File: src/hw/rtl/utf8_stream_decoder_assert.svh
// ---------------------------------------------------------------------------
// UTF-8 stream decoder assertion macros
// Concurrent assertion wrappers clocked on clk_i; U8SD_ASSERT is off in reset.
// ---------------------------------------------------------------------------
`ifndef UTF8_STREAM_DECODER_ASSERT_SVH
`define UTF8_STREAM_DECODER_ASSERT_SVH
`ifndef ASSERT_OFF
// Checked while out of reset.
`define U8SD_ASSERT(lbl, prop, msg) \
  lbl: assert property (@(posedge clk_i) disable iff (!rst_ni) (prop)) else $error(msg);
// Checked on every edge, reset included.
`define U8SD_ASSERT_ALWAYS(lbl, prop, msg) \
  lbl: assert property (@(posedge clk_i) (prop)) else $error(msg);
`else
`define U8SD_ASSERT(lbl, prop, msg)
`define U8SD_ASSERT_ALWAYS(lbl, prop, msg)
`endif
`endif

File: src/hw/rtl/u8sd_pkg.sv
// ---------------------------------------------------------------------------
// UTF-8 stream decoder package
// Payload types, the result-run descriptor and the value check.
// ---------------------------------------------------------------------------
`default_nettype none

package u8sd_pkg;

  localparam int unsigned CpWidth = 21;

  localparam logic [CpWidth-1:0] FALLBACK_RESET = 21'h00FFFD;
  localparam logic [CpWidth-1:0] CP_MAX         = 21'h10FFFF;

  typedef struct packed {
    logic [7:0] text_byte;
    logic       end_of_text;
  } in_t;

  typedef struct packed {
    logic [CpWidth-1:0] code_point;
    logic               replaced;
    logic [2:0]         bytes_used;
    logic               last_of_run;
  } out_t;

  // All results of one byte: fb_cnt fallbacks, then optionally one decoded value.
  typedef struct packed {
    logic [2:0]         fb_cnt;
    logic               has_cp;
    logic [CpWidth-1:0] cp;
    logic [2:0]         used;
  } run_t;

  function automatic logic value_ok(logic [CpWidth-1:0] cp, logic [2:0] len);
    logic ok;
    ok = 1'b0;
    unique case (len)
      3'd2:    ok = (cp >= 21'h000080);
      3'd3:    ok = (cp >= 21'h000800) && !((cp >= 21'h00D800) && (cp <= 21'h00DFFF));
      3'd4:    ok = (cp >= 21'h010000) && (cp <= CP_MAX);
      default: ok = 1'b0;
    endcase
    return ok;
  endfunction

endpackage

`default_nettype wire

File: src/hw/rtl/utf8_stream_decoder.sv
// ---------------------------------------------------------------------------
// UTF-8 stream decoder
// Validating UTF-8 to code point decoder with one fallback per bad byte.
// ---------------------------------------------------------------------------
//  Channel  Dir  Handshake               Payload
//  in       in   in_valid_i/in_ready_o   u8sd_pkg::in_t  (text_byte, end_of_text)
//  out      out  out_valid_o/out_ready_i u8sd_pkg::out_t (code_point .. last_of_run)
//  cfg      in   cfg_valid_i/cfg_ready_o fallback code point, 21 bits
//
// A byte is accepted every cycle while each byte gives at most one result and
// the output is not stalled. A byte that gives several results holds the
// result register until its last result is taken, which sets the rate during
// error flushes; results reach the output through the input register, then
// the result register.
// Reset closes any open sequence and restores the fallback to U+FFFD.
// Output stalls back up through the result register into the input register.
`default_nettype none

module utf8_stream_decoder (
  input  wire logic           clk_i,
  input  wire logic           rst_ni,
  input  wire logic           in_valid_i,
  output logic                in_ready_o,
  input  wire u8sd_pkg::in_t  in_data_i,
  output logic                out_valid_o,
  input  wire logic           out_ready_i,
  output u8sd_pkg::out_t      out_data_o,
  input  wire logic           cfg_valid_i,
  output logic                cfg_ready_o,
  input  wire logic [20:0]    cfg_data_i
);

  logic           in_valid_q;
  u8sd_pkg::in_t  in_data_q;
  logic [20:0]    fallback_q;
  u8sd_pkg::run_t run;
  logic           run_any;
  logic           emit_free;
  logic           advance;

  // The byte leaves the input register once its results have somewhere to go.
  assign advance    = in_valid_q && (!run_any || emit_free);
  assign in_ready_o = !in_valid_q || advance;

  always_ff @(posedge clk_i or negedge rst_ni) begin
    if (!rst_ni) begin
      in_valid_q <= 1'b0;
    end else if (in_valid_i && in_ready_o) begin
      in_valid_q <= 1'b1;
    end else if (advance) begin
      in_valid_q <= 1'b0;
    end
  end

  always_ff @(posedge clk_i) begin
    if (in_valid_i && in_ready_o) begin
      in_data_q <= in_data_i;
    end
  end

  assign cfg_ready_o = 1'b1;

  always_ff @(posedge clk_i or negedge rst_ni) begin
    if (!rst_ni) begin
      fallback_q <= u8sd_pkg::FALLBACK_RESET;
    end else if (cfg_valid_i && cfg_ready_o) begin
      fallback_q <= cfg_data_i;
    end
  end

  u8sd_decode u_decode (
    .clk_i     (clk_i),
    .rst_ni    (rst_ni),
    .in_i      (in_data_q),
    .take_i    (advance),
    .run_o     (run),
    .run_any_o (run_any)
  );

  u8sd_emit u_emit (
    .clk_i       (clk_i),
    .rst_ni      (rst_ni),
    .run_i       (run),
    .push_i      (advance && run_any),
    .free_o      (emit_free),
    .fallback_i  (fallback_q),
    .out_valid_o (out_valid_o),
    .out_ready_i (out_ready_i),
    .out_data_o  (out_data_o)
  );

  `include "utf8_stream_decoder_assert.svh"

  `U8SD_ASSERT_ALWAYS(a_reset_idle, !rst_ni |=> !out_valid_o, "result shown straight after reset")
  `U8SD_ASSERT(a_ready_when_empty, !in_valid_q |-> in_ready_o, "input register empty but not ready")
  `U8SD_ASSERT(a_hold_on_stall, (in_valid_q && !advance) |=> (in_valid_q && $stable(in_data_q)), "pending byte lost while stalled")

endmodule

`default_nettype wire

File: src/hw/rtl/u8sd_decode.sv
// ---------------------------------------------------------------------------
// UTF-8 stream decoder: byte decode
// Holds the open-sequence state and turns one byte into a run of results.
// ---------------------------------------------------------------------------
`default_nettype none

module u8sd_decode (
  input  wire logic          clk_i,
  input  wire logic          rst_ni,
  input  wire u8sd_pkg::in_t in_i,
  input  wire logic          take_i,
  output u8sd_pkg::run_t     run_o,
  output logic               run_any_o
);

  logic [1:0]  pc_q, pc_d;
  logic [2:0]  sl_q, sl_d;
  logic [20:0] acc_q, acc_d;

  logic [7:0]  b;
  logic        cont;
  logic        opened;
  logic [2:0]  pc_next;
  logic [20:0] acc_ext;

  assign b       = in_i.text_byte;
  assign cont    = (b[7:6] == 2'b10);
  assign pc_next = {1'b0, pc_q} + 3'd1;
  assign acc_ext = {acc_q[14:0], b[5:0]};

  always_comb begin
    pc_d         = pc_q;
    sl_d         = sl_q;
    acc_d        = acc_q;
    opened       = 1'b0;
    run_o.fb_cnt = 3'd0;
    run_o.has_cp = 1'b0;
    run_o.cp     = '0;
    run_o.used   = 3'd1;

    if ((pc_q != 2'd0) && cont) begin
      if (pc_next >= sl_q) begin
        if (u8sd_pkg::value_ok(acc_ext, sl_q)) begin
          run_o.has_cp = 1'b1;
          run_o.cp     = acc_ext;
          run_o.used   = sl_q;
        end else begin
          run_o.fb_cnt = sl_q;
        end
        pc_d  = 2'd0;
        sl_d  = 3'd0;
        acc_d = '0;
      end else begin
        pc_d   = pc_next[1:0];
        acc_d  = acc_ext;
        opened = 1'b1;
      end
    end else begin
      // Any held bytes of a broken sequence fall back first; the byte then
      // starts afresh as a lead.
      run_o.fb_cnt = {1'b0, pc_q};
      pc_d  = 2'd0;
      sl_d  = 3'd0;
      acc_d = '0;
      priority if (!b[7]) begin
        run_o.has_cp = 1'b1;
        run_o.cp     = {13'd0, b};
      end else if (b[7:5] == 3'b110) begin
        pc_d   = 2'd1;
        sl_d   = 3'd2;
        acc_d  = {16'd0, b[4:0]};
        opened = 1'b1;
      end else if (b[7:4] == 4'b1110) begin
        pc_d   = 2'd1;
        sl_d   = 3'd3;
        acc_d  = {17'd0, b[3:0]};
        opened = 1'b1;
      end else if (b[7:3] == 5'b11110) begin
        pc_d   = 2'd1;
        sl_d   = 3'd4;
        acc_d  = {18'd0, b[2:0]};
        opened = 1'b1;
      end else begin
        run_o.fb_cnt = run_o.fb_cnt + 3'd1;
      end
    end

    if (in_i.end_of_text && opened) begin
      run_o.fb_cnt = run_o.fb_cnt + {1'b0, pc_d};
      pc_d  = 2'd0;
      sl_d  = 3'd0;
      acc_d = '0;
    end
  end

  assign run_any_o = run_o.has_cp || (run_o.fb_cnt != 3'd0);

  always_ff @(posedge clk_i or negedge rst_ni) begin
    if (!rst_ni) begin
      pc_q  <= 2'd0;
      sl_q  <= 3'd0;
      acc_q <= '0;
    end else if (take_i) begin
      pc_q  <= pc_d;
      sl_q  <= sl_d;
      acc_q <= acc_d;
    end
  end

  `include "utf8_stream_decoder_assert.svh"

  `U8SD_ASSERT(a_open_len_valid, (pc_q != 2'd0) |-> ((sl_q >= 3'd2) && (sl_q <= 3'd4) && ({1'b0, pc_q} < sl_q)), "open sequence length out of range")
  `U8SD_ASSERT(a_closed_clear, (pc_q == 2'd0) |-> ((sl_q == 3'd0) && (acc_q == 21'd0)), "closed sequence left state behind")
  `U8SD_ASSERT(a_run_bound, take_i |-> (({1'b0, run_o.fb_cnt} + {3'd0, run_o.has_cp}) <= 4'd4), "more than four results for one byte")

endmodule

`default_nettype wire

File: src/hw/rtl/u8sd_emit.sv
// ---------------------------------------------------------------------------
// UTF-8 stream decoder: result emitter
// Holds one byte's results and hands out one a cycle while out_ready_i holds.
// ---------------------------------------------------------------------------
`default_nettype none

module u8sd_emit (
  input  wire logic           clk_i,
  input  wire logic           rst_ni,
  input  wire u8sd_pkg::run_t run_i,
  input  wire logic           push_i,
  output logic                free_o,
  input  wire logic [20:0]    fallback_i,
  output logic                out_valid_o,
  input  wire logic           out_ready_i,
  output u8sd_pkg::out_t      out_data_o
);

  logic           valid_q;
  logic [2:0]     fb_q;
  u8sd_pkg::run_t run_q;
  logic           last;
  logic           hand;
  logic           done;

  assign last = (fb_q == 3'd0) || ((fb_q == 3'd1) && !run_q.has_cp);
  assign hand = valid_q && out_ready_i;
  assign done = hand && last;

  // The register can take a new run in the same cycle its last result leaves.
  assign free_o = !valid_q || done;

  always_ff @(posedge clk_i or negedge rst_ni) begin
    if (!rst_ni) begin
      valid_q <= 1'b0;
      fb_q    <= 3'd0;
    end else if (push_i) begin
      valid_q <= 1'b1;
      fb_q    <= run_i.fb_cnt;
    end else if (done) begin
      valid_q <= 1'b0;
    end else if (hand) begin
      fb_q <= fb_q - 3'd1;
    end
  end

  always_ff @(posedge clk_i) begin
    if (push_i) begin
      run_q <= run_i;
    end
  end

  assign out_valid_o = valid_q;

  always_comb begin
    if (fb_q != 3'd0) begin
      out_data_o.code_point = fallback_i;
      out_data_o.replaced   = 1'b1;
      out_data_o.bytes_used = 3'd1;
    end else begin
      out_data_o.code_point = run_q.cp;
      out_data_o.replaced   = 1'b0;
      out_data_o.bytes_used = run_q.used;
    end
    out_data_o.last_of_run = last;
  end

  `include "utf8_stream_decoder_assert.svh"

  `U8SD_ASSERT(a_run_not_empty, valid_q |-> ((fb_q != 3'd0) || run_q.has_cp), "held run has no result left")
  `U8SD_ASSERT(a_fb_bound, fb_q <= 3'd4, "fallback count above four")
  `U8SD_ASSERT(a_drop_after_last, (done && !push_i) |=> !valid_q, "run register still valid after its last transaction")
  `U8SD_ASSERT(a_decoded_in_range, (valid_q && (fb_q == 3'd0)) |-> (run_q.cp <= u8sd_pkg::CP_MAX), "decoded value above the Unicode range")

endmodule

`default_nettype wire

File: config.mk
export PLATFORM = sky130hd
export DESIGN_NAME = utf8_stream_decoder
export DESIGN_NICKNAME = d
export VERILOG_FILES = /design/src/hw/rtl/u8sd_pkg.sv /design/src/hw/rtl/utf8_stream_decoder.sv /design/src/hw/rtl/u8sd_decode.sv /design/src/hw/rtl/u8sd_emit.sv
export VERILOG_INCLUDE_DIRS = /design/src /design/src/hw/rtl
export SDC_FILE = /design/constraint.sdc
export NUM_CORES = 1
export LEC_CHECK = 0
export BUFFER_PORTS_ARGS = -buffer_cell sky130_fd_sc_hd__buf_2
export CORE_AREA = 4 4 86 88
export DETAILED_ROUTE_END_ITERATION = 7
export DIE_AREA = 0 0 90 92
export GPL_ROUTABILITY_DRIVEN = 0
export GPL_TIMING_DRIVEN = 0
export PLACE_DENSITY = 0.93
export SLEW_MARGIN = 20
export SYNTH_ARGS = -nofsm -noshare
export SYNTH_HDL_FRONTEND = slang
export SYNTH_SLANG_ARGS = --single-unit
File: constraint.sdc
create_clock -name clk_i -period 11.3 [get_ports clk_i]
set_clock_uncertainty 0.15 [all_clocks]
set_input_delay 1.13 -clock clk_i [delete_from_list [all_inputs] [get_ports clk_i]]
set_output_delay 1.13 -clock clk_i [all_outputs]
set_load 0.02 [all_outputs]
=== After elaboration in Yosys (flattened, before gate mapping) ===
Cells that the tools add are included.
Widths: inputs -> output; s select.

* Register bits after elaboration: 80
* Bits in latches: 0
* Bits in writable memories: 0
* ROM bits: 0
* Bits of input ports: 35
* Output and inout bits: 29
* Word-level logic and storage cells: 111
* Memories: 0

* $add $sub $neg: 3
* Multipliers: 0
* Div/mod/pow operators: 0
* Order comparisons: 7
* Equality and inequality tests: 10
* Shifts and indexed selects: 0
* Mux-type cells: 48
* Bitwise operators: 0
* Reductions and logical operators: 31

{| class="wikitable"
|+ Operator list
! kind !! count
|-
| $mux 15 || 5
|-
| $mux 25 || 3
|-
| $mux 3 || 17
|-
| $mux 28 || 1
|-
| $mux 22 || 1
|-
| $ge 21x12->1 const B || 1
|-
| $ge 21x16->1 const B || 1
|-
| $ge 21x17->1 const B || 1
|-
| $ge 21x8->1 const B || 1
|-
| $le 21x16->1 const B || 1
|-
| $le 21x21->1 const B || 1
|-
| $mux 1 || 13
|-
| $mux 2 || 6
|-
| $logic_and 1x1->1 || 11
|-
| $reduce_bool 2->1 || 4
|-
| $eq 3x2->1 const B || 2
|-
| $eq 3x3->1 const B || 2
|-
| $reduce_bool 3->1 || 2
|-
| $eq 5x5->1 const B || 1
|-
| $logic_not 1->1 || 5
|-
| $logic_or 1x1->1 || 5
|-
| $eq 4x4->1 const B || 1
|-
| $mux 4 || 1
|-
| $reduce_and 2->1 || 2
|-
| other kinds (11) || 11
|}

=== Logic depth before layout (Yosys ltp) ===
Gate-level depths: netlist of the first run.

* Depth after elaboration: 20
* Mapped depth: 14
* Depth with buffers taken out: 13

=== Cells and area by module ===
Synthesis of the first run repeated with hierarchy kept, for this count alone.

* Cells, all modules: 299
* Area, all modules: 3942.5 um^2

{| class="wikitable"
|+ Modules (own cells, without submodules)
! module !! instances !! cells each !! area an instance (um^2) !! sequential area each (um^2)
|-
| u8sd_decode || 1 || 152 || 1396.3 || 500.5
|-
| u8sd_emit || 1 || 85 || 1323.8 || 850.8
|-
| utf8_stream_decoder || 1 || 62 || 1222.4 || 839.6
|}

=== Least setup slack after synthesis of the first run ===
No wires, ideal clock.

* Path kind: register to output
* Start point: register u_decode.pc_q[0]
* End point: output in_ready_o
* Data arrival time: 3.327 ns
* Data required time: 10.020 ns
* Setup slack: 6.693 ns
* Cell stages (with the launch flop): 13
* Buffers on the path: 0
* Path through: dfrtp_1 inv_1 ha_1 ha_1 nand2_1 o211ai_2 a22oi_1 ha_1 fa_1 a221o_1 a2111oi_4 nor2_1 nand2_1

* Longest elaborated chain between the ends: 14
* Elaborated cells between the ends (all ways): 23
* Those cells by class: add/sub (2); order compare (1); mux (11); reduce/logical (9)

{| class="wikitable"
|+ Ends and longest elaborated chain
! item !! RTL line !! RTL
|-
| from (decl) || u8sd_decode.sv:16 || <nowiki>logic [1:0] pc_q, pc_d;</nowiki>
|-
| from (signal assigned) || u8sd_decode.sv:104 || <nowiki>pc_q <= pc_d;</nowiki>
|-
| $add 2x1->3 || u8sd_decode.sv:28, u8sd_decode.sv:84 ||
|-
| $mux 3 || u8sd_decode.sv:78 || <nowiki>end else if (b[7:3] == 5'b11110) begin</nowiki>
|-
| $mux 3 || u8sd_decode.sv:73 || <nowiki>end else if (b[7:4] == 4'b1110) begin</nowiki>
|-
| $mux 3 || u8sd_decode.sv:68 || <nowiki>end else if (b[7:5] == 3'b110) begin</nowiki>
|-
| $mux 3 || u8sd_decode.sv:65 || <nowiki>priority if (!b[7]) begin</nowiki>
|-
| $mux 25 || u8sd_decode.sv:41 || <nowiki>if ((pc_q != 2'd0) && cont) begin</nowiki>
|-
| $add 3x2->3 || u8sd_decode.sv:89 || <nowiki>run_o.fb_cnt = run_o.fb_cnt + {1'b0, pc_d};</nowiki>
|-
| $mux 3 || u8sd_decode.sv:88 || <nowiki>if (in_i.end_of_text && opened) begin</nowiki>
|-
| $reduce_bool 3->1 || u8sd_decode.sv:96 || <nowiki>assign run_any_o = run_o.has_cp || (run_o.fb_cnt != 3'd0);</nowiki>
|-
| $logic_or 1x1->1 * || u8sd_decode.sv:96 ||
|-
| $logic_not 1->1 * || utf8_stream_decoder.sv:42 || <nowiki>assign advance = in_valid_q && (!run_any || emit_free);</nowiki>
|-
| $logic_or 1x1->1 * || utf8_stream_decoder.sv:42 ||
|-
| $logic_and 1x1->1 * || utf8_stream_decoder.sv:42 ||
|-
| $logic_or 1x1->1 * || utf8_stream_decoder.sv:43 || <nowiki>assign in_ready_o = !in_valid_q || advance;</nowiki>
|-
| to (decl) || utf8_stream_decoder.sv:23 || <nowiki>output logic in_ready_o,</nowiki>
|}

Mark *: on every way between the ends. The rest lies on a longest branch, timed or not.

=== Worst setup path in the final report of the first run ===
Ends and elaborated chain as after synthesis.

==> results.md, run 1 <==
- Reg clk slew, reported paths: 0.08 ns
- Hold_buf cts: 0
- Peak Freq: 177 MHz
- Required time of the critical path: 10.02 ns
- Synth Area in XOR/XNOR: 0%
- First-pass GRT wire length: 14400 um
- DR vias/cell: 6.12
- Setup repair bufs after CTS: 0
- Worst Hold Class: reg -> reg
- Mean Syn Cell Area: 12.7 um^2
- CP max FO: 9
- Worst Tran Pin Value: 0.860 ns
- Mapped Cells: 308
- Io pins: 64
- DP Wirelength: 6130 um
- CTS tree: built
- Post-synth top area cell: edfxtp_1
- WL met1: 3360 um
- Min cycle time layout: 5.64 ns
- Inserted Diodes: 0
- Cell Rows: 30
- Largest family of logic cells by synthesized area: multiplexers
- Post-synthesis compound-gate area fraction: 12.7%
- Fin. max-slew vios: 0
- Port Buffers: 62
- Post-synth ARST share: 57.5%
- Setup crit end kind: output port
- Multi-input logic area: 1630 um^2
- Post-synthesis sequential area ratio: 55.8%
- Most common flop cell mapped by yosys: edfxtp_1
- Fin crit share: 49.9%
- Setup tns final: 0 ns
- Filler cells: 436
- Avg WL per Cell: 18.7 um
- Clk buf depth: 2
- Post-Synth Adder-Cell Area: 3.38%
- Startpoint types: flop
- Synth-to-Final Area Change: 16.4%
- Proportion of layout cells with a drive suffix above 1: 38.5%
- R2R Setup Slk: 6.33 ns
- Die Area: 8280 um^2
- TritonRoute pass-1 iters: 5
- Hold Fails Final Rpt: 0
- Metal3 WL: 736 um
- Cts repair resizes: 0
- Syn_nets: 353
- Leak: 1.91 nW
- Flop pwr share: 38.9%
- Max Cap Violations: 0
- Worst-Skew Late Latency: 0.37 ns
- Initial Utilization: 59.1%
- Routed Antenna Nets: 0
- Yosys cell types: 57
- Clock share of power: 21.7%
- Cell area after layout: 4570 um^2
- CTS Buf Count: 9
- 1st-iter DRT viols: 296
- Cell Area, Placed: 4350 um^2
- Grt total ovfl: 0
- Remaining DRCs: 0
- Run status: completed
- Die X-Extent: 90 um
- Combinational Power Share: 39.5%
- Largest net degree at the start of global routing: 47
- Seq. cell area: 2190 um^2
- Cell Area, Synth: 3930 um^2
- Max-slew headroom: 42.6%
- Finish-stage setup viols: 0
- Critical path class: reg -> out
- Sw frac: 38.4%
- Synth Register Bits: 80
- Initial antenna violation count: 0
- Top cell type's share of synthesized area: 26.0%
- Vias: 2860
- Most instantiated cells after synthesis: 42 x mux2_2, 34 x edfxtp_1, 31 x dfrtp_1
- GRT Util Overall: 22.4%
- NumNets Final: 427
- Pwr dens: 238 nW/um^2
- VDD IR-drop max: 0.106 mV
- Post-synth EDFFs: 34
- Unrepaired setup endpoints after global routing: no
- Synth Warn #: 0
- DR top layer: met4
- H-tree depth: 3
- Post-synthesis simple-gate area fraction: 12.1%
- # clock sinks: 80
- WP data arrival: 4.36 ns
- Mux cell area share after synthesis: 13.2%
- Psw: 0.417 mW
- Core area: 6640 um^2
- Synth area leaders: edfxtp_1 26%, dfrtp_1 20%, mux2_2 12%
- Vias in the first global route: 2897
- Met2 WL: 4350 um
- WL final: 8720 um
- Die height: 92 um
- Top-count cell post-synth: mux2_2
- Internal: 0.669 mW
- CTS root buffer: clkbuf_8
-- metrics by stage --
step,power (mW),instances,hold WS [ns],setup slack (ns),utilization (%)
global route,1.15,467,0.385,5.41,68.8
detailed placement,0.847,451,0.348,6.18,65.5
finish,1.09,467,0.371,5.66,68.8
floorplan,0.718,308,0.327,6.69,-
global placement,0.821,450,0.335,6.26,65.3
CTS,1.08,467,0.371,5.73,68.8
-- registers in the layout, summed over array words and instances (netlist names) --
name                flops
u_emit.fb_q             3
fallback_q             21
in_data_q               9
u_decode.pc_q           2
u_emit.run_q           25
u_decode.acc_q         15
u_emit.out_valid_o      1
in_valid_q              1
u_decode.sl_q           3
-- metal layers --
layer	GRT usage [%]	vias to the layer above
li1	-	1283
met4	10.8	0
met3	8.20	26
met5	0	-
met1	27.1	1385
met2	35.5	166
-- logic make-up after synthesis --
| family | count (synthesis) |
|---|---|
| flip-flops | 80 |
| other | 1 |
| buffers and inverters | 26 |
| adder cells (fa/ha/maj) | 10 |
| AND/OR/NAND/NOR | 86 |
| multiplexers | 46 |
| AO/OA/AOI/OAI | 59 |
-- power groups by stage --
stage                     Clock (mW)  Combinational (mW)  Sequential (mW)
final                          0.235               0.429            0.422
after global routing           0.254               0.464            0.428
after CTS                      0.237               0.427            0.421
after detailed placement           0               0.421            0.426
after global placement             0               0.397            0.423
after floorplan                    0               0.304            0.414
-- cells in the final DEF (no fill, tap or decap), drive strengths merged, types with 3 or more instances in the layout --
cell type,n
inv,15
or3,3
o2bb2ai,6
and2,25
nand2,17
o21ai,7
nand3,7
nor3,4
a22o,11
a21oi,6
clkbuf,16
a211oi,5
o211ai,3
dfrtp,31
ha,9
nand2b,3
nor2b,4
buf,69
dfstp,15
edfxtp,34
nor2,13
nor3b,3
mux2,45
-- worst paths after layout --
check / startpoint / cells after the start / endpoint
worst max-delay path: u_decode.pc_q[0] / 13 / in_ready_o
worst min-delay path: fallback_q[1] / 1 / fallback_q[1]
worst max register to register: u_decode.pc_q[0] / 12 / in_data_q[4]
worst min register to register: fallback_q[1] / 1 / fallback_q[1]
max in group asynchronous: rst_ni / 1 / u_decode.acc_q[7]
min in group asynchronous: rst_ni / 1 / fallback_q[16]
-- worst max-delay path: stages, from the launching register on --
cell       delay (ns)
dfrtp_1          0.50
inv_1            0.08
ha_1             0.35
ha_1             0.29
nand2_1          0.08
o211ai_2         0.36
a22oi_1          0.19
ha_1             0.26
fa_1             0.36
a221o_1          0.41
a2111oi_4        0.52
nor2_1           0.29
nand2_1          0.13
buf_2            0.16
-- final cells by class --
| cell class | instances | share of cell area [%] |
|---|---|---|
| Multi-Input combinational cell | 202 | 35.6 |
| Tap cell | 80 | 2.19 |
| Clock inverter | 7 | 2.05 |
| Clock buffer | 9 | 2.71 |
| Sequential cell | 80 | 47.9 |
| Timing Repair Buffer | 63 | 7.09 |
| Inverter | 13 | 1.07 |
| Buffer | 13 | 1.31 |
No activity file was read; power rests on OpenSTA's default activity.
==> inputs of run 2 (changes only) <==
CORE_AREA = 4 4 89 91   (was 4 4 86 88)
DIE_AREA = 0 0 93 95   (was 0 0 90 92)
PLACE_DENSITY = 0.88   (was 0.93)
clock period = 5.4 ns   (was 11.3 ns; I/O delays follow)
==> run 2 against run 1 <==
  * Hold slack got worse by 0.32 ns
  * Via count is 2.8% lower
  * Setup slack worse by 5.2 ns
  * Combinational power is 110% higher
  * Core utilization decreased by 4.7 points
  * Clock power is 84% higher
  * Non-clock buffer count unchanged
  * Critical path type unchanged
  * Critical endpoint unchanged
  * Largest power group is now sequential cells
  * Highest routed layer unchanged
==> results.md, run 2 (synthesis results as in run 1) <==
- Run status: completed
- Largest registers: u_emit.run_q (25), fallback_q (21), u_decode.acc_q (15)
- Setup crit end kind: output port
- Cell Rows: 31 (+3.3%)
- Inserted Diodes: 0 (unchanged)
- Io pins: 64 (unchanged)
- Post-route insts no fill: 486 (+4.1%)
- VDD IR-drop max: 0.217 mV (+100%)
- Cts repair resizes: 0 (unchanged)
- Finish-stage setup viols: 0 (unchanged)
- DP Wirelength: 5960 um (-2.6%)
- Unrepaired setup endpoints after global routing: no
- WL final: 7960 um (-8.8%)
- Setup tns final: 0 ns (unchanged)
- Pwr dens: 479 nW/um^2 (+100%)
- Critical path class: reg -> out
- Die height: 95 um (+3.3%)
- # clock sinks: 80 (unchanged)
- Leak: 1.90 nW (-0.57%)
- Filler cells: 549 (+26%)
- NumNets Final: 427 (unchanged)
- Crit path to: in_ready_o
- Worst-Skew Late Latency: 0.35 ns (-0.02 ns)
- Initial antenna violation count: 0 (unchanged)
- TritonRoute pass-1 iters: 4 (-1)
- Reg2Reg Depth: 12 (unchanged)
- Startpoint types: flop
- Hold WS: 0.0467 ns (-0.324 ns)
- CP max FO: 9 (unchanged)
- Vias: 2779 (-2.8%)
- Worst R2R Start: u_decode.pc_q[0]
- Most frequent cells in the layout: 64 x buf_2, 42 x mux2_2, 34 x edfxtp_1
- Largest Register: u_emit.run_q
- Reg clk slew, reported paths: 0.08 ns (about the same)
- CP Launch Point: u_decode.pc_q[0]
- Max Cap Violations: 0 (unchanged)
- DR vias/cell: 5.72 (-6.6%)
- Remaining DRCs: 0 (unchanged)
- Worst Tran Pin Value: 0.877 ns (+0.0171 ns)
- Hold_buf cts: 0 (unchanged)
- Largest register FFs: 25 (unchanged)
- Clk buf depth: 2 (unchanged)
- Synth-to-Final Area Change: 16.5% (about the same)
- Fin. max-slew vios: 0 (unchanged)
- Grt total ovfl: 0 (unchanged)
- Setup repair bufs after CTS: 0 (unchanged)
- Largest net degree at the start of global routing: 47 (unchanged)
- R2R Setup Slk: 0.47 ns (-5.86 ns)
- Peak Freq: 201 MHz
- Avg WL per Cell: 16.4 um (-12%)
- GRT Util Overall: 19.5% (-2.9 points)
- Hold Fails Final Rpt: 0 (unchanged)
- Cells after DPL: 470 (+4.2%)
- Reg-to-reg critical path endpoint: in_data_q[1]
- Fin crit share: 92.0%
- Initial Utilization: 55.0% (-4.1 points)
- 1st-iter DRT viols: 177 (-40%)
- Die X-Extent: 93 um (+3.3%)
- Proportion of layout cells with a drive suffix above 1: 38.5% (unchanged)
- H-tree depth: 3 (unchanged)
- First-pass GRT wire length: 13300 um (-7.4%)
- WP data arrival: 4.28 ns (-0.08 ns)
- Min cycle time layout: 4.97 ns
- Max-slew headroom: 41.4% (-1.1 points)
- Port Buffers: 62 (unchanged)
- Routed Antenna Nets: 0 (unchanged)
- Die Area: 8840 um^2 (+6.7%)
- Required time of the critical path: 4.71 ns (-5.31 ns)
- Worst Hold Class: in -> async
- CTS tree: built
- CTS root buffer: clkbuf_8
- Core area: 7140 um^2 (+7.4%)
- Vias in the first global route: 2773 (-4.3%)
- CTS Buf Count: 9 (unchanged)
- Leading cell type in the layout, fill and taps excluded: buf_2
[run 2: changes by cell type in the layout (fill, tap and decap cells not counted), sizes merged]
cell    delta
bufinv     -1
clkinv     +1
inv        -1
clkbuf     +1
[run 2: critical path, stage by stage, from the launching register on]
cell and delay, ns:
dfrtp_1 0.49, inv_1 0.08, ha_1 0.34, ha_1 0.29
nand2_1 0.08, o211ai_2 0.35, a22oi_1 0.17, ha_1 0.26
fa_1 0.36, a221o_1 0.40, a2111oi_4 0.53, nor2_1 0.29
nand2_1 0.13, buf_2 0.16
[run 2: layout make-up]
type / instances / area [um^2] / share of cell area (%)
Inverter: 13 / 48.8 / 1.07
Timing Repair Buffer: 63 / 324 / 7.09
Clock buffer: 10 / 128 / 2.79
Buffer: 13 / 60.1 / 1.31
Sequential cell: 80 / 2190 / 47.9
Clock inverter: 6 / 68.8 / 1.50
Multi-Input combinational cell: 202 / 1630 / 35.6
Tap cell: 99 / 124 / 2.71
[run 2: metrics by stage]
| stage | area (um^2) | setup WS [ns] | util (%) | total power, mW |
|---|---|---|---|---|
| 2_1_floorplan | 3930 | 0.959 | - | 1.50 |
| 3_3_place_gp | 4360 | 0.352 | 61.1 | 1.72 |
| 3_5_place_dp | 4370 | 0.517 | 61.3 | 1.77 |
| 4_1_cts | 4570 | 0.489 | 64.0 | 2.20 |
| 5_1_grt | 4570 | 0.162 | 64.1 | 2.32 |
| 6_report | 4570 | 0.433 | 64.1 | 2.19 |
[run 2: how the worst min path moves through the flow]
stage / endpoint / slack (ns) / depth (start not counted)
floorplan: fallback_q[16] / 0.09 / 0
global placement: fallback_q[16] / 0.34 / 1
detailed placement: fallback_q[16] / 0.35 / 1
CTS: in_data_q[3] / 0.20 / 1
global route: u_emit.fb_q[2] / 0.09 / 1
finish: fallback_q[18] / 0.05 / 1
[run 2: metal layers]
layer / track usage, % / part of all wire, % / vias up
met5: 0 / 0 / -
met4: 6.59 / 1.2 / 0
met3: 4.46 / 7.3 / 7
met2: 33.5 / 51 / 115
met1: 24.4 / 41 / 1376
li1: - / - / 1281
[run 2: where the power goes]
part	leakage, nW	internal, mW	total (mW)	switching [mW]
Clock	0.0968	0.216	0.432	0.216
Combinational	0.917	0.340	0.880	0.540
Sequential	0.888	0.801	0.880	0.0798
==> inputs of run 3 (changes only) <==
ABC_AREA = 1   (was unset)
==> run 3 against run 2 <==
  * Critical path depth grew 5
  * Global-route usage is 1.3 points higher
  * Count of clock-buffer cells in the layout unchanged
  * Combinational power increased by 6.7%
  * Maximum frequency grew 12%
  * Register-to-register slack gained 0.48 ns
  * Wire length is 4.1% higher
  * Largest power group is now combinational logic
  * Area after synthesis increased by 0.29%
  * Clock power up 3%
  * Synthesized cell count increased by 44%
  * Sequential cell count unchanged
==> results.md, run 3 <==
- DP Wirelength: 6290 um (+5.4%)
- WP data arrival: 4.59 ns (+0.31 ns)
- Most common flop cell mapped by yosys: edfxtp_1
- Routed Antenna Nets: 0 (unchanged)
- Startpoint types: flop
- Post-synth top area cell: edfxtp_1
- Die height: 95 um (unchanged)
- CTS Buf Count: 9 (unchanged)
- Initial antenna violation count: 0 (unchanged)
- Die X-Extent: 93 um (unchanged)
- TritonRoute pass-1 iters: 5 (+1)
- Inserted Diodes: 0 (unchanged)
- Pwr dens: 495 nW/um^2 (+3.2%)
- Remaining DRCs: 0 (unchanged)
- Reg2Reg Depth: 18 (+6)
- Most frequent cells in the layout: 72 x nand2_1, 67 x inv_1, 61 x nor2_1, 61 x buf_2, 37 x nand3_1
- Filler cells: 590 (+7.5%)
- VDD IR-drop max: 0.217 mV (+0.20%)
- Mean Syn Cell Area: 8.91 um^2 (-30%)
- DR vias/cell: 5.13 (-10%)
- GRT Util Overall: 20.8% (+1.3 points)
- Largest register FFs: 25 (unchanged)
- Core area: 7140 um^2 (unchanged)
- Required time of the critical path: 5.54 ns (+0.83 ns)
- Setup tns final: 0 ns (unchanged)
- First-pass GRT wire length: 14300 um (+7.5%)
- Post-synth ARST share: 57.5% (unchanged)
- Vias: 3178 (+14%)
- Reg clk slew, reported paths: 0.08 ns (about the same)
- Largest Register: u_emit.run_q
- Clk buf depth: 2 (unchanged)
- H-tree depth: 3 (unchanged)
- Vias in the first global route: 3150 (+14%)
- Top cell type's share of synthesized area: 25.9% (-0.074 points)
- Mapped Cells: 442 (+44%)
- Worst R2R Start: u_decode.pc_q[0]
- Unrepaired setup endpoints after global routing: no
- Port Buffers: 62 (unchanged)
- Worst-Skew Late Latency: 0.35 ns (about the same)
- Top-count cell post-synth: nand2_1
- Min cycle time layout: 4.45 ns (-0.519 ns)
- Post-synthesis sequential area ratio: 55.6% (-0.16 points)
- Hold Fails Final Rpt: 0 (unchanged)
- Setup crit end kind: flop
- Largest registers: u_emit.run_q (25), fallback_q (21), u_decode.acc_q (15)
- Post-synth EDFFs: 34 (unchanged)
- Synth Warn #: 0 (unchanged)
- Hold WS: 0.0400 ns (-0.00666 ns)
- Die Area: 8840 um^2 (unchanged)
- Synth Register Bits: 80 (unchanged)
- Proportion of layout cells with a drive suffix above 1: 21.5% (-17 points)
- Fin crit share: 82.4% (-9.6 points)
- Cell Rows: 31 (unchanged)
- Reg-to-reg critical path endpoint: u_emit.fb_q[2]
- Fin. max-slew vios: 0 (unchanged)
- # clock sinks: 80 (unchanged)
- Synth area leaders: edfxtp_1 26%, dfrtp_1 20%, dfstp_2 10%
- R2R Setup Slk: 0.95 ns (+0.48 ns)
- Cts repair resizes: 0 (unchanged)
- Hold_buf cts: 0 (unchanged)
- Most instantiated cells after synthesis: 72 x nand2_1, 67 x inv_1, 61 x nor2_1
- 1st-iter DRT viols: 232 (+31%)
- Leak: 2.14 nW (+13%)
- Finish-stage setup viols: 0 (unchanged)
- Run status: completed
- Critical path class: reg -> reg
- Max-slew headroom: 40.4% (-1.0 points)
- Initial Utilization: 55.2% (+0.16 points)
- Cell Area, Synth: 3940 um^2 (+0.29%)
- Grt total ovfl: 0 (unchanged)
- NumNets Final: 560 (+31%)
- Io pins: 64 (unchanged)
- Setup repair bufs after CTS: 0 (unchanged)
- Max Cap Violations: 0 (unchanged)
- Syn_nets: 487 (+38%)
- CTS tree: built
- Worst Hold Class: in -> async
- Leading cell type in the layout, fill and taps excluded: nand2_1
- Peak Freq: 225 MHz (+12%)
- Synth-to-Final Area Change: 16.3%
- Yosys cell types: 35 (-39%)
- Worst Tran Pin Value: 0.894 ns (+0.0165 ns)
- Largest net degree at the start of global routing: 47 (unchanged)
- CTS root buffer: clkbuf_8
- Avg WL per Cell: 13.4 um (-18%)
- CP max FO: 26 (+17)
- WL final: 8290 um (+4.1%)
==> run 3: changes by cell type in the layout (fill, tap and decap cells not counted), sizes merged, moves of 6 or more <==
cell / before / now
a22o: 11 / 0
nand2: 17 / 76
and2: 25 / 0
inv: 14 / 71
o21ai: 7 / 46
nor2: 13 / 62
nand3: 7 / 38
o2bb2ai: 6 / 0
mux2: 45 / 0
a21oi: 6 / 24
==> run 3: where the power goes <==
| part | internal, mW | switching, mW |
|---|---|---|
| registers | 0.806 | 0.0756 |
| logic | 0.296 | 0.643 |
| clock network | 0.228 | 0.218 |
| total | 1.33 | 0.937 |
==> run 3: layout make-up <==
type	count	area, um^2	share of cell area, %
Inverter	70	263	5.74
Clock inverter	6	67.6	1.48
Tap cell	99	124	2.70
Clock buffer	10	138	3.01
Timing Repair Buffer	62	313	6.83
Multi-Input combinational cell	276	1390	30.4
Buffer	16	90.1	1.97
Sequential cell	80	2190	47.8
==> run 3: cells by family (layout without fill, tap and decap cells) <==
kind of cell	Yosys count	in the layout	synth area share, %
AOI/OAI and AO/OA	73	73	10.2
DFF	80	80	55.6
xor gates and xnor gates	1	1	0.222
other	1	1	0.0952
buffers and inverters	86	164	8.96
adders and majority gates	10	10	3.37
and+or+nand+nor	191	191	21.5
==> run 3: metrics by stage <==
stage	util [%]	setup slack (ns)	cells	cell area, um^2	total power, mW
after floorplan	-	1.55	442	3940	1.55
after global placement	61.3	1.17	603	4370	1.79
after detailed placement	61.3	0.963	603	4370	1.83
after CTS	64.1	0.939	619	4580	2.28
after global routing	64.2	0.532	619	4580	2.43
final	64.2	0.952	619	4580	2.27
==> run 3: critical path: stages, from the launching register on <==
cell	delay [ns]
dfrtp_1	0.45
inv_1	0.11
ha_1	0.37
ha_1	0.31
nand3_1	0.08
nand3_1	0.18
nand2_1	0.22
nor2_1	0.06
nand2_1	0.07
nand2_1	0.07
ha_1	0.20
fa_1	0.48
or2_0	0.13
nand2_2	0.08
nand3_4	0.11
nand3_1	0.24
inv_1	0.74
o21ai_0	0.22
nand3_1	0.12
==> run 3: metal layers <==
layer  up-vias  global-route usage (%)  share of wire [%]
li1       1578                       -                  -
met1      1467                    25.9                 43
met2       109                    34.7                 48
met3        24                    4.78                6.3
met4         0                    9.65                2.6
met5         -                       0                  0
==> run 3: worst max-delay path by stage <==
stage | slack [ns] | from | endpoint | cells after the start
floorplan | 1.55 | u_decode.pc_q[0] | u_emit.run_q[0] | 16
global placement | 1.17 | u_decode.pc_q[0] | u_emit.fb_q[2] | 18
detailed placement | 0.96 | u_decode.pc_q[0] | u_emit.fb_q[2] | 18
CTS | 0.94 | u_decode.pc_q[0] | u_emit.fb_q[2] | 18
global route | 0.53 | u_decode.pc_q[0] | u_emit.fb_q[2] | 18
finish | 0.95 | u_decode.pc_q[0] | u_emit.fb_q[2] | 18
